==> src/rtl/arpc_ram.sv <==
// Generic single-clock RAM with one write port and one registered read port.
`timescale 1ns / 1ps
`default_nettype none
module arpc_ram #(
   parameter int WIDTH = 8,
   parameter int DEPTH = 64
) (
   input  wire logic                     clock,
   input  wire logic                     wr_en,
   input  wire logic [$clog2(DEPTH)-1:0] wr_addr,
   input  wire logic [WIDTH-1:0]         wr_data,
   input  wire logic                     rd_en,
   input  wire logic [$clog2(DEPTH)-1:0] rd_addr,
   output logic      [WIDTH-1:0]         rd_data
);

   logic [WIDTH-1:0] mem [DEPTH];
   logic [WIDTH-1:0] rd_data_ff;

   always_ff @(posedge clock) begin
      if (wr_en) begin
         mem[wr_addr] <= wr_data;
      end
      if (rd_en) begin
         rd_data_ff <= mem[rd_addr];
      end
   end

   assign rd_data = rd_data_ff;

endmodule
`default_nettype wire

==> config.mk <==
export PLATFORM = sky130hd
export DESIGN_NAME = arpc_ram
export DESIGN_NICKNAME = d
export VERILOG_FILES = /design/src/rtl/arpc_ram.sv
export SDC_FILE = /design/constraint.sdc
export NUM_CORES = 1
export LEC_CHECK = 0
export ABC_AREA = 1
export BUFFER_PORTS_ARGS = -buffer_cell sky130_fd_sc_hd__buf_2
export CAP_MARGIN = 20
export CORE_ASPECT_RATIO = 0.9
export CORE_MARGIN = 2
export CORE_UTILIZATION = 50
export DETAILED_ROUTE_END_ITERATION = 10
export MAX_ROUTING_LAYER = met4
export PLACE_DENSITY = 0.72
export SYNTH_ARGS = -nofsm -noshare
export SYNTH_HDL_FRONTEND = slang
export SYNTH_SLANG_ARGS = --single-unit
==> constraint.sdc <==
create_clock -name clock -period 5.4 [get_ports clock]
set_input_delay 0.27 -clock clock [delete_from_list [all_inputs] [get_ports clock]]
set_output_delay 0.27 -clock clock [all_outputs]
set_load 0.01 [all_outputs]
==> impl_summary.log, run 1 <==
INFO  metric run_status = complete, no violations
INFO  metric route.detailed.drc = 0
INFO  metric worstHoldPathType = input pin to flip-flop
INFO  metric area_growth = 8.39%
INFO  metric worst_pin_slew = 1120 ps
INFO  metric ctsHtreeMaxLevel = 2
INFO  metric cts.path.max_buffers = 3
INFO  metric grt_antenna_before_repair = 3
INFO  metric floorplan.io_pins = 31
INFO  metric detail_route.iter0.violations = 1,721
INFO  metric synth.cell_area = ~21,000 sq um
INFO  metric worstSkewPairLatency = between 600 and 700 ps
INFO  metric hpwlAfterDp = 30,000 microns
INFO  metric routed_wirelength = 52,500 microns
INFO  metric yosys.area.top_type_share = 0.729
INFO  metric layoutNonFillerInstCount = 2,390
INFO  metric main_synth_ff_type = sky130_fd_sc_hd__edfxtp_1
INFO  metric yosys_register_bits = 520
INFO  metric yosysMostFrequentCell = sky130_fd_sc_hd__nand2_1
INFO  metric worst_clock_skew = 14.9 ps
INFO  metric setup_viol = 0
INFO  metric die_w = 222 microns
INFO  metric ir_worst_vdd = between 0.2 and 0.25 mV
INFO  metric hold_buffers = 0
INFO  metric max_clock_freq = 392 MHz
INFO  metric hold_viol = 0
INFO  metric yosysWarningCount = 0
INFO  metric power_per_cell_area = 359 nW/um^2
INFO  metric design.die.area = 44,500 sq um
INFO  metric postCtsResizedCells = 0
INFO  metric tns = 0 ps
INFO  metric slew_headroom = 0.250
INFO  metric grt_pass1_vias = about 13,000
INFO  metric critical_path.max_fanout = 140
INFO  metric tritoncts_num_sinks = 520
INFO  metric synth.cells.most_frequent = sky130_fd_sc_hd__nand2_1 (648), sky130_fd_sc_hd__edfxtp_1 (520), sky130_fd_sc_hd__nand3_1 (439)
INFO  metric edff_count_synth = 520
INFO  metric synth_nets = 1,828
INFO  metric floorplan.die.height = ~200 microns
INFO  metric power.leakage = 8.26 nW
INFO  metric port_buffers = 30
INFO  metric synth.largest_area_cell = sky130_fd_sc_hd__edfxtp_1
INFO  metric cts.clk_slew.worst_paths = 60 ps
INFO  metric cap_violations = 0
INFO  metric viasPerCell = 5.78
INFO  metric drt_pre_antenna_iters = 5
INFO  metric finalInstanceArea = 23,200 sq um
INFO  metric cts_tree = built
INFO  metric dr_total_vias = 13,823
INFO  metric average_wire_per_cell_in_the_routed_design = 22.0 microns
INFO  metric final_net_count = 1,824
INFO  metric timing.critical_path.from_type = input pin
INFO  metric core = 42,000 sq um
INFO  metric grt_pass1_wl = 80,100 microns
INFO  metric cts_setup_buffers = 0
INFO  metric start_util = 0.510
INFO  metric grt_max_degree = 141
INFO  metric critical_path.endpoint_type = flip-flop
INFO  metric track_usage = 0.246
INFO  metric slew_violations = 0
INFO  metric cts_root_buf = sky130_fd_sc_hd__clkbuf_16
INFO  metric layout_cell_share_with_drive_strength_beyond_1 = 0.0658
INFO  metric synth_area_per_cell = ~12 sq um
INFO  metric gp_routability_congestion = 0.918
INFO  metric yosysSeqAreaShare = 0.729
INFO  metric synthDistinctLibCells = 15
INFO  metric critical_path_required = 5760 ps
INFO  metric fin_crit_sh = 0.473
INFO  metric worstSetupPathType = input pin to flip-flop
INFO  metric data_arrival_time_of_the_critical_path = 2910 ps
INFO  metric placementRows = 71
INFO  metric synth_cells = 1,805
INFO  metric placed_area = 21,600 sq um
INFO  metric cts_made_buffers = 51
INFO  metric dpl.cell_count = 2,294
INFO  metric grt_overflow = 0
INFO  metric synthArstFlopShare = 0
INFO  metric rsz0062_at_grt = false
INFO  metric cells_taking_the_most_area_after_synthesis = sky130_fd_sc_hd__edfxtp_1 (73%), sky130_fd_sc_hd__nand2_1 (11%), sky130_fd_sc_hd__nand3_1 (10%)
INFO  metric finalWorstPathRequiredPeriod = 2550 ps
INFO  metric antenna_violating_nets_post_route = 0
-- where the power goes --
part	switching (mW)	internal (mW)	leakage [nW]	total, mW
registers	0.0114	4.48	4.69	4.49
clock network	1.47	1.86	0.739	3.32
logic	0.395	0.118	2.83	0.513
-- state kept, by name (all words and copies together) (netlist names) --
name	flops
mem	512
rd_data	8
-- cells by family (layout without fill, tap and decap cells) --
kind of cell,Yosys count,in the layout,synth area share
other cells,0,3,0
simple gates,1160,1160,0.231
buf+inv,125,160,0.0401
flops,520,520,0.729
-- final cells by class --
cell class	count	area [sq um]
multi-input cells	1160	4950
well taps	547	684
flip-flops and latches	520	15600
diodes	3	7.51
fillers	3431	18800
repair buffers	56	374
clock buffers	66	1350
inverters	12	52.6
clock inverters	26	184
-- layout by cell type, fill, tap and decap left out --
cell type	Yosys	routed
sky130_fd_sc_hd__nand2_1	648	648
sky130_fd_sc_hd__edfxtp_1	520	520
sky130_fd_sc_hd__nand3_1	439	439
sky130_fd_sc_hd__nor2_1	56	56
sky130_fd_sc_hd__clkbuf_16	0	52
sky130_fd_sc_hd__buf_2	37	28
sky130_fd_sc_hd__buf_4	14	26
sky130_fd_sc_hd__clkinv_1	0	16
sky130_fd_sc_hd__clkbuf_1	15	14
sky130_fd_sc_hd__inv_1	10	9
sky130_fd_sc_hd__nand4_1	9	9
sky130_fd_sc_hd__nor4_1	8	8
sky130_fd_sc_hd__diode_2	0	3
sky130_fd_sc_hd__inv_6	1	3
sky130_fd_sc_hd__clkinv_2	0	3
sky130_fd_sc_hd__bufinv_16	0	2
sky130_fd_sc_hd__clkinvlp_4	0	2
sky130_fd_sc_hd__inv_4	0	1
sky130_fd_sc_hd__inv_2	1	1
sky130_fd_sc_hd__clkinv_8	0	1
sky130_fd_sc_hd__buf_6	35	1
sky130_fd_sc_hd__buf_16	0	1
-- per-layer routing --
metal | global-route usage | routed length [microns] | vias to the layer above
met1 | 0.336 | 21500 | 6613
met2 | 0.348 | 23100 | 737
li1 | - | - | 6349
met5 | - | 0 | -
met3 | 0.0706 | 6050 | 124
met4 | 0.101 | 1900 | 0
-- worst max-delay path, cell delays in order --
cell	delay (ps)
sky130_fd_sc_hd__buf_6	530
sky130_fd_sc_hd__inv_6	510
sky130_fd_sc_hd__buf_4	480
sky130_fd_sc_hd__nand2_1	120
sky130_fd_sc_hd__nand3_1	70
sky130_fd_sc_hd__nand3_1	150
sky130_fd_sc_hd__nand2_1	60
sky130_fd_sc_hd__nand2_1	60
sky130_fd_sc_hd__nand3_1	260
sky130_fd_sc_hd__nand3_1	190
sky130_fd_sc_hd__nand2_1	60
-- path summary, 6_finish.rpt --
| kind | startpoint | end | slack [ps] | cells past startpoint |
|---|---|---|---|---|
| setup reg to reg | mem[19][3] | rd_data[3] | 3740 | 8 |
| setup / recovery | rd_addr[0] | rd_data[4] | 2850 | 11 |
| hold reg to reg | mem[8][1] | rd_data[1] | 870 | 8 |
| hold / removal | rd_en | rd_data[1] | 60 | 1 |
-- per-stage QoR --
stage	hold slack, ps	utilization	total power [mW]	setup WS [ps]
after floorplan	369	-	4.89	3360
after global placement	658	0.515	5.07	2360
after detailed placement	656	0.515	5.07	2340
after CTS	33.6	0.552	8.35	2960
after global routing	42.7	0.553	8.57	2680
final	62.1	0.553	8.33	2850
No activity file was read; power rests on OpenSTA's default activity.
==> run 2: changes to the inputs <==
--- a/config.mk
+++ b/config.mk
@@ -13,7 +13,7 @@
 export CORE_UTILIZATION = 50
 export DETAILED_ROUTE_END_ITERATION = 10
 export MAX_ROUTING_LAYER = met4
-export PLACE_DENSITY = 0.72
+export PLACE_DENSITY = 0.74
 export SYNTH_ARGS = -nofsm -noshare
 export SYNTH_HDL_FRONTEND = slang
 export SYNTH_SLANG_ARGS = --single-unit
==> constraint.sdc (replaced) <==
create_clock -name clock -period 2.16 [get_ports clock]
set_input_delay 0.108 -clock clock [delete_from_list [all_inputs] [get_ports clock]]
set_output_delay 0.108 -clock clock [all_outputs]
set_load 0.01 [all_outputs]
==> run 2 against run 1 <==
Against the previous run:
- critical path depth decreased by 3
- critical endpoint is now rd_data[6]
- largest cell class unchanged
- non-clock buffer count increased by 95
- flip-flop and latch count unchanged
- first-iteration DRC count increased by 10%
==> impl_summary.log, run 2 (synthesis results as in run 1) <==
INFO  metric slew_violations = 0
INFO  metric grt_overflow = 0
INFO  metric cts.clk_slew.worst_paths = approximately 70 ps
INFO  metric largest_register = mem
INFO  metric final.hold.worst_slack = about 66 ps
INFO  metric grt.met3_usage = 0.0552
INFO  metric power_per_cell_area = 878 nW/um^2
INFO  metric cts_tree = built
INFO  metric data_arrival_time_of_the_critical_path = 1900 ps
INFO  metric grt_max_degree = 89
INFO  metric hpwlAfterDp = approximately 33,000 microns
INFO  metric cts.path.max_buffers = 3
INFO  metric area_growth = 13.4%
INFO  metric port_buffers = 30
INFO  metric cap_violations = 0
INFO  metric final_net_count = 1,917
INFO  metric critical_path_required = 2480 ps
INFO  metric library_cell_contributing_the_largest_single_delay_on_the_critical_path = sky130_fd_sc_hd__edfxtp_1
INFO  metric design.die.area = between 40,000 and 50,000 sq um
INFO  metric dpl.cell_count = ~2,400
INFO  metric timing.critical_path.buf_inv = 0
INFO  metric totalPowerFinal = 21.3 mW
INFO  metric track_usage = 0.253
INFO  metric gp_routability_congestion = about 0.96
INFO  metric ctsHtreeMaxLevel = 2
INFO  metric start_util = 0.510
INFO  metric rsz0062_at_grt = false
INFO  metric viasPerCell = 5.87
INFO  metric worstSetupPathType = flip-flop to flip-flop
INFO  metric grt_pass1_wl = around 83,000 microns
INFO  metric grt_use_met2 = 0.392
INFO  metric nFillCells = 3,273
INFO  metric power.leakage = 8.90 nW
INFO  metric route.detailed.drc = 0
INFO  metric tns = 0 ps
INFO  metric path_delay_family = simple AND/OR/NAND/NOR gates
INFO  metric critical_path.max_fanout = 1
INFO  metric worstSkewPairLatency = 580 ps
INFO  metric fin_crit_sh = 0.732
INFO  metric antenna-diode-count = 0
INFO  metric worst_pin_slew = 801 ps
INFO  metric largest_reg_flops = between 500 and 600
INFO  metric regArea = 15,600 sq um
INFO  metric detail_route.iter0.violations = 1,900
INFO  metric timing.critical_path.from_type = flip-flop
INFO  metric run_status = complete, no violations
INFO  metric layout_cell_share_with_drive_strength_beyond_1 = 0.115
INFO  metric floorplan.io_pins = 31
INFO  metric busiest_layer = met2
INFO  metric antenna_violating_nets_post_route = 0
INFO  metric tritoncts_num_sinks = 520
INFO  metric placementRows = 71
INFO  metric average_wire_per_cell_in_the_routed_design = 22.1 microns
INFO  metric timing.critical_path.cells = nand2_1, nand3_1, nand3_1, nand2_1, nand2_1, nand3_1, nand3_1, nand2_1
INFO  metric routed_wirelength = 54,800 microns
INFO  metric finalWorstPathRequiredPeriod = between 1500 and 2000 ps
INFO  metric cts_root_buf = sky130_fd_sc_hd__clkbuf_16
INFO  metric hold_viol = 0
INFO  metric area_of_the_multi_input_gates = roughly 4900 sq um
INFO  metric grt_use_met1 = 0.333
INFO  metric dr_total_vias = 14,565
INFO  metric layoutNonFillerInstCount = around 2,500
INFO  metric slew_headroom = 0.466
INFO  metric slowest_delay = roughly 380 ps
INFO  metric setup_viol = 0
INFO  metric critical_path.endpoint_type = flip-flop
INFO  metric grt_pass1_vias = between 10,000 and 15,000
INFO  metric layout_common_cells = sky130_fd_sc_hd__nand2_1 (648), sky130_fd_sc_hd__edfxtp_1 (520), sky130_fd_sc_hd__nand3_1 (439)
INFO  metric ir_worst_vdd = 0.700 mV
INFO  metric core = 42,000 sq um
INFO  metric cts_setup_buffers = 0
INFO  metric worst_clock_skew = ~14 ps
INFO  metric floorplan.die.height = 200 microns
INFO  metric drt_pre_antenna_iters = 5
INFO  metric layout.cells.most_common = sky130_fd_sc_hd__nand2_1
INFO  metric cts_made_buffers = between 40 and 50
INFO  metric die_w = 222 microns
INFO  metric worstHoldPathType = input pin to flip-flop
INFO  metric max_clock_freq = 632 MHz
INFO  metric grt_antenna_before_repair = 1
[run 2: cell types whose count changed in the layout (fill, tap and decap cells not counted), sizes merged, moves of 3 or more]
cell,previous run,this run
buf,56,147
clkbuf,66,61
bufinv,2,6
dlygate4sd3,0,4
diode,3,0
[run 2: layer usage]
metal / wire length (microns) / part of all wire / vias up
li1: - / - / 6537
met1: 21100 / 0.39 / 7055
met2: 25700 / 0.47 / 834
met3: 5820 / 0.11 / 139
met4: 2140 / 0.039 / 0
met5: 0 / 0 / -
[run 2: path summary, 6_finish.rpt]
| check | slack [ps] | cells after the start | start | end |
|---|---|---|---|---|
| hold / removal | 70 | 2 | wr_data[3] | mem[6][3] |
| hold reg to reg | 900 | 8 | mem[20][5] | rd_data[5] |
| setup / recovery | 580 | 8 | mem[11][6] | rd_data[6] |
| setup reg to reg | 580 | 8 | mem[11][6] | rd_data[6] |
[run 2: final cells by class]
class / count / area share
clock buffer: 61 / 0.0541
timing repair buffer: 151 / 0.0565
clock inverter: 29 / 0.0122
inverter: 12 / 0.00216
sequential: 520 / 0.643
multi-input combinational: 1160 / 0.204
tap: 547 / 0.0282
[run 2: metrics by stage]
stage	worst slack, ps	utilization	cell area [sq um]
after floorplan	286	-	21400
after global placement	355	0.538	22600
after detailed placement	335	0.538	22600
after CTS	684	0.577	24300
after global routing	567	0.578	24300
final	579	0.578	24300
[run 2: power by group]
group | switching [mW] | internal, mW | leakage (nW) | total [mW]
Combinational | 1.01 | 0.391 | 3.42 | 1.41
Sequential | 0.0403 | 11.2 | 4.69 | 11.2
Clock | 3.64 | 5.03 | 0.793 | 8.67
[run 2: what timing repair did]
action,4_1_cts,5_1_grt
endpoints found under the hold margin,35,0
hold buffers,4,0
resized for setup,0,0
endpoints found under the setup margin,0,0
[run 2: worst register-to-register path, cell delays in order, from the launching register on]
cell,delay (ps)
sky130_fd_sc_hd__edfxtp_1,380
sky130_fd_sc_hd__nand2_1,80
sky130_fd_sc_hd__nand3_1,80
sky130_fd_sc_hd__nand3_1,150
sky130_fd_sc_hd__nand2_1,170
sky130_fd_sc_hd__nand2_1,100
sky130_fd_sc_hd__nand3_1,130
sky130_fd_sc_hd__nand3_1,160
sky130_fd_sc_hd__nand2_1,70
==> run 3: changes to the inputs <==
--- a/config.mk
+++ b/config.mk
@@ -13,7 +13,7 @@
 export CORE_UTILIZATION = 50
 export DETAILED_ROUTE_END_ITERATION = 10
 export MAX_ROUTING_LAYER = met4
-export PLACE_DENSITY = 0.74
+export PLACE_DENSITY = 0.72
 export SYNTH_ARGS = -nofsm -noshare
 export SYNTH_HDL_FRONTEND = slang
 export SYNTH_SLANG_ARGS = --single-unit
==> constraint.sdc (replaced) <==
create_clock -name clock -period 1.6 [get_ports clock]
set_input_delay 0.08 -clock clock [delete_from_list [all_inputs] [get_ports clock]]
set_output_delay 0.08 -clock clock [all_outputs]
set_load 0.01 [all_outputs]
==> run 3 against run 2 <==
Against the previous run:
- sequential power increased by 36%
- via count decreased by 1.0%
- critical path type unchanged
- non-clock buffer count increased by 25
- largest cell class unchanged
- combinational power increased by 40%
- clock skew increased by 26 ps
==> impl_summary.log, run 3 (synthesis results as in run 1) <==
INFO  metric grt_pass1_wl = 82,100 microns
INFO  metric depth_of_the_worst_hold_timing_path = 2
INFO  metric worst_pin_slew = 787 ps
INFO  metric design.die.area = 44,500 sq um
INFO  metric ff2ff_setup_slack = 20 ps
INFO  metric cts_root_buf = sky130_fd_sc_hd__clkbuf_16
INFO  metric tns = 0 ps
INFO  metric combinational_power_share = 0.069
INFO  metric critical_path.endpoint_type = flip-flop
INFO  metric critical_path_required = 1970 ps
INFO  metric antenna_violating_nets_post_route = 0
INFO  metric dr_total_vias = between 10,000 and 15,000
INFO  metric grt_overflow = 0
INFO  metric reg2reg_depth = 8
INFO  metric cts_tree = built
INFO  metric port_buffers = 30
INFO  metric worst_clock_skew = 40.3 ps
INFO  metric core = 42,000 sq um
INFO  metric whs_endpoint = mem[22][1]
INFO  metric worstHoldPathType = input pin to flip-flop
INFO  metric cap_violations = 0
INFO  metric layout_common_cells = sky130_fd_sc_hd__nand2_1 (648), sky130_fd_sc_hd__edfxtp_1 (520), sky130_fd_sc_hd__nand3_1 (439)
INFO  metric ir_worst_vdd = 1.11 mV
INFO  metric timing.critical_path.from_type = flip-flop
INFO  metric critical_path.max_fanout = 1
INFO  metric run_status = complete, no violations
INFO  metric regToRegStartpoint = mem[29][7]
INFO  metric largest_register = mem
INFO  metric post-place-ws = -73.9 ps
INFO  metric fin_ws = 25.0 ps
INFO  metric area_growth = 14.3%
INFO  metric layoutNonFillerInstCount = between 2,000 and 3,000
INFO  metric finalWorstPathRequiredPeriod = 1580 ps
INFO  metric largest_reg_flops = 512
INFO  metric hpwlAfterDp = about 33,000 microns
INFO  metric drt_pre_antenna_iters = 5
INFO  metric final.hold.worst_slack = 25.0 ps
INFO  metric setup_viol = 0
INFO  metric route.detailed.drc = 0
INFO  metric gp_routability_congestion = 0.987
INFO  metric track_usage = 0.252
INFO  metric fin_crit_sh = 0.984
INFO  metric hold_path.startpoint = wr_data[1]
INFO  metric cts.clk_slew.worst_paths = ~60 ps
INFO  metric slew_violations = 0
INFO  metric grt_pass1_vias = 13,663
INFO  metric hold_viol = 0
INFO  metric viasPerCell = between 5 and 6
INFO  metric layout.cells.most_common = sky130_fd_sc_hd__nand2_1
INFO  metric tritoncts_num_sinks = 520
INFO  metric ctsHtreeMaxLevel = 2
INFO  metric floorplan.die.height = between 200 and 250 microns
INFO  metric power.leakage = 9.00 nW
INFO  metric worst_r2r_endpoint = rd_data[7]
INFO  metric worstSetupPathType = flip-flop to flip-flop
INFO  metric routed_wirelength = 53,900 microns
INFO  metric grt_max_degree = 65
INFO  metric max_clock_freq = 635 MHz
INFO  metric rsz0062_at_grt = false
INFO  metric die_w = 222 microns
INFO  metric clock_power_share = 0.398
INFO  metric power_per_cell_area = 1160 nW/um^2
INFO  metric dpl.cell_count = 2,411
INFO  metric placementRows = 71
INFO  metric final_net_count = about 2,000
INFO  metric floorplan.io_pins = 31
INFO  metric average_wire_per_cell_in_the_routed_design = between 20 and 25 microns
INFO  metric grt_antenna_before_repair = 4
INFO  metric cts.path.max_buffers = 3
INFO  metric cts_made_buffers = 51
INFO  metric start_util = 0.510
INFO  metric postCtsResizedCells = 0
INFO  metric switchingPower = approximately 6.3 mW
INFO  metric detail_route.iter0.violations = 2,311
INFO  metric p_int = 22.1 mW
INFO  metric hold_buffers = 4
INFO  metric worstSkewPairLatency = 610 ps
INFO  metric data_arrival_time_of_the_critical_path = 1950 ps
INFO  metric seq_pwr_share = 0.533
INFO  metric layout_cell_share_with_drive_strength_beyond_1 = 0.122
INFO  metric cts_setup_buffers = 0
INFO  metric slew_headroom = 0.475
INFO  metric switching_share = 0.223
-- run 3: cell types whose count changed in the layout (fill, tap and decap cells not counted) --
cell,previous run,this run
sky130_fd_sc_hd__clkbuf_16,51,52
sky130_fd_sc_hd__clkinv_2,12,5
sky130_fd_sc_hd__diode_2,0,3
sky130_fd_sc_hd__clkinv_1,8,13
sky130_fd_sc_hd__buf_4,95,115
sky130_fd_sc_hd__clkbuf_1,10,13
sky130_fd_sc_hd__bufinv_16,6,3
sky130_fd_sc_hd__inv_6,2,3
sky130_fd_sc_hd__clkinv_8,0,1
sky130_fd_sc_hd__buf_16,1,0
sky130_fd_sc_hd__buf_12,22,28
sky130_fd_sc_hd__clkinv_4,1,0
-- run 3: area by class of cell --
type	count	area, sq um
Tap cell	547	684
Sequential cell	520	15600
Antenna cell	3	7.51
Multi-Input combinational cell	1160	4950
Timing Repair Buffer	176	1620
Clock inverter	25	205
Fill cell	3243	17500
Clock buffer	65	1350
Inverter	12	52.6
-- run 3: power by group through the flow --
| stage | Sequential (mW) | Clock [mW] | Combinational (mW) |
|---|---|---|---|
| 3_5_place_dp | 15.4 | 0 | 1.92 |
| 5_1_grt | 15.2 | 12.0 | 2.12 |
| 3_3_place_gp | 15.4 | 0 | 1.89 |
| 2_1_floorplan | 15.4 | 0 | 1.06 |
| 6_report | 15.2 | 11.3 | 1.97 |
| 4_1_cts | 15.2 | 11.4 | 1.94 |
-- run 3: per-stage QoR --
stage | area, sq um | power, mW | util
final | 24500 | 28.4 | 0.582
after global routing | 24500 | 29.3 | 0.582
after CTS | 24500 | 28.5 | 0.582
after detailed placement | 22900 | 17.4 | 0.544
after global placement | 22900 | 17.3 | 0.544
after floorplan | 21400 | 16.5 | -
-- run 3: worst max path at each step --
stage,from,to,slack [ps],cells after the start
after floorplan,wr_en,mem[48][0],-250,3
after global placement,rd_addr[0],rd_data[7],-60,11
after global routing,mem[29][7],rd_data[7],50,8
after CTS,mem[29][7],rd_data[7],60,8
final,mem[29][7],rd_data[7],20,8
after detailed placement,rd_addr[0],rd_data[7],-70,11
-- run 3: layer usage --
metal / global-route usage / wire, microns
met3: 0.0553 / 5660
met2: 0.373 / 24300
met5: - / 0
met4: 0.0869 / 1910
met1: 0.348 / 22000
-- run 3: worst max-delay path, stage by stage (launching register included) --
cell	delay (ps)
sky130_fd_sc_hd__edfxtp_1	430
sky130_fd_sc_hd__nand2_1	160
sky130_fd_sc_hd__nand3_1	150
sky130_fd_sc_hd__nand3_1	90
sky130_fd_sc_hd__nand2_1	60
sky130_fd_sc_hd__nand2_1	70
sky130_fd_sc_hd__nand3_1	170
sky130_fd_sc_hd__nand3_1	150
sky130_fd_sc_hd__nand2_1	60
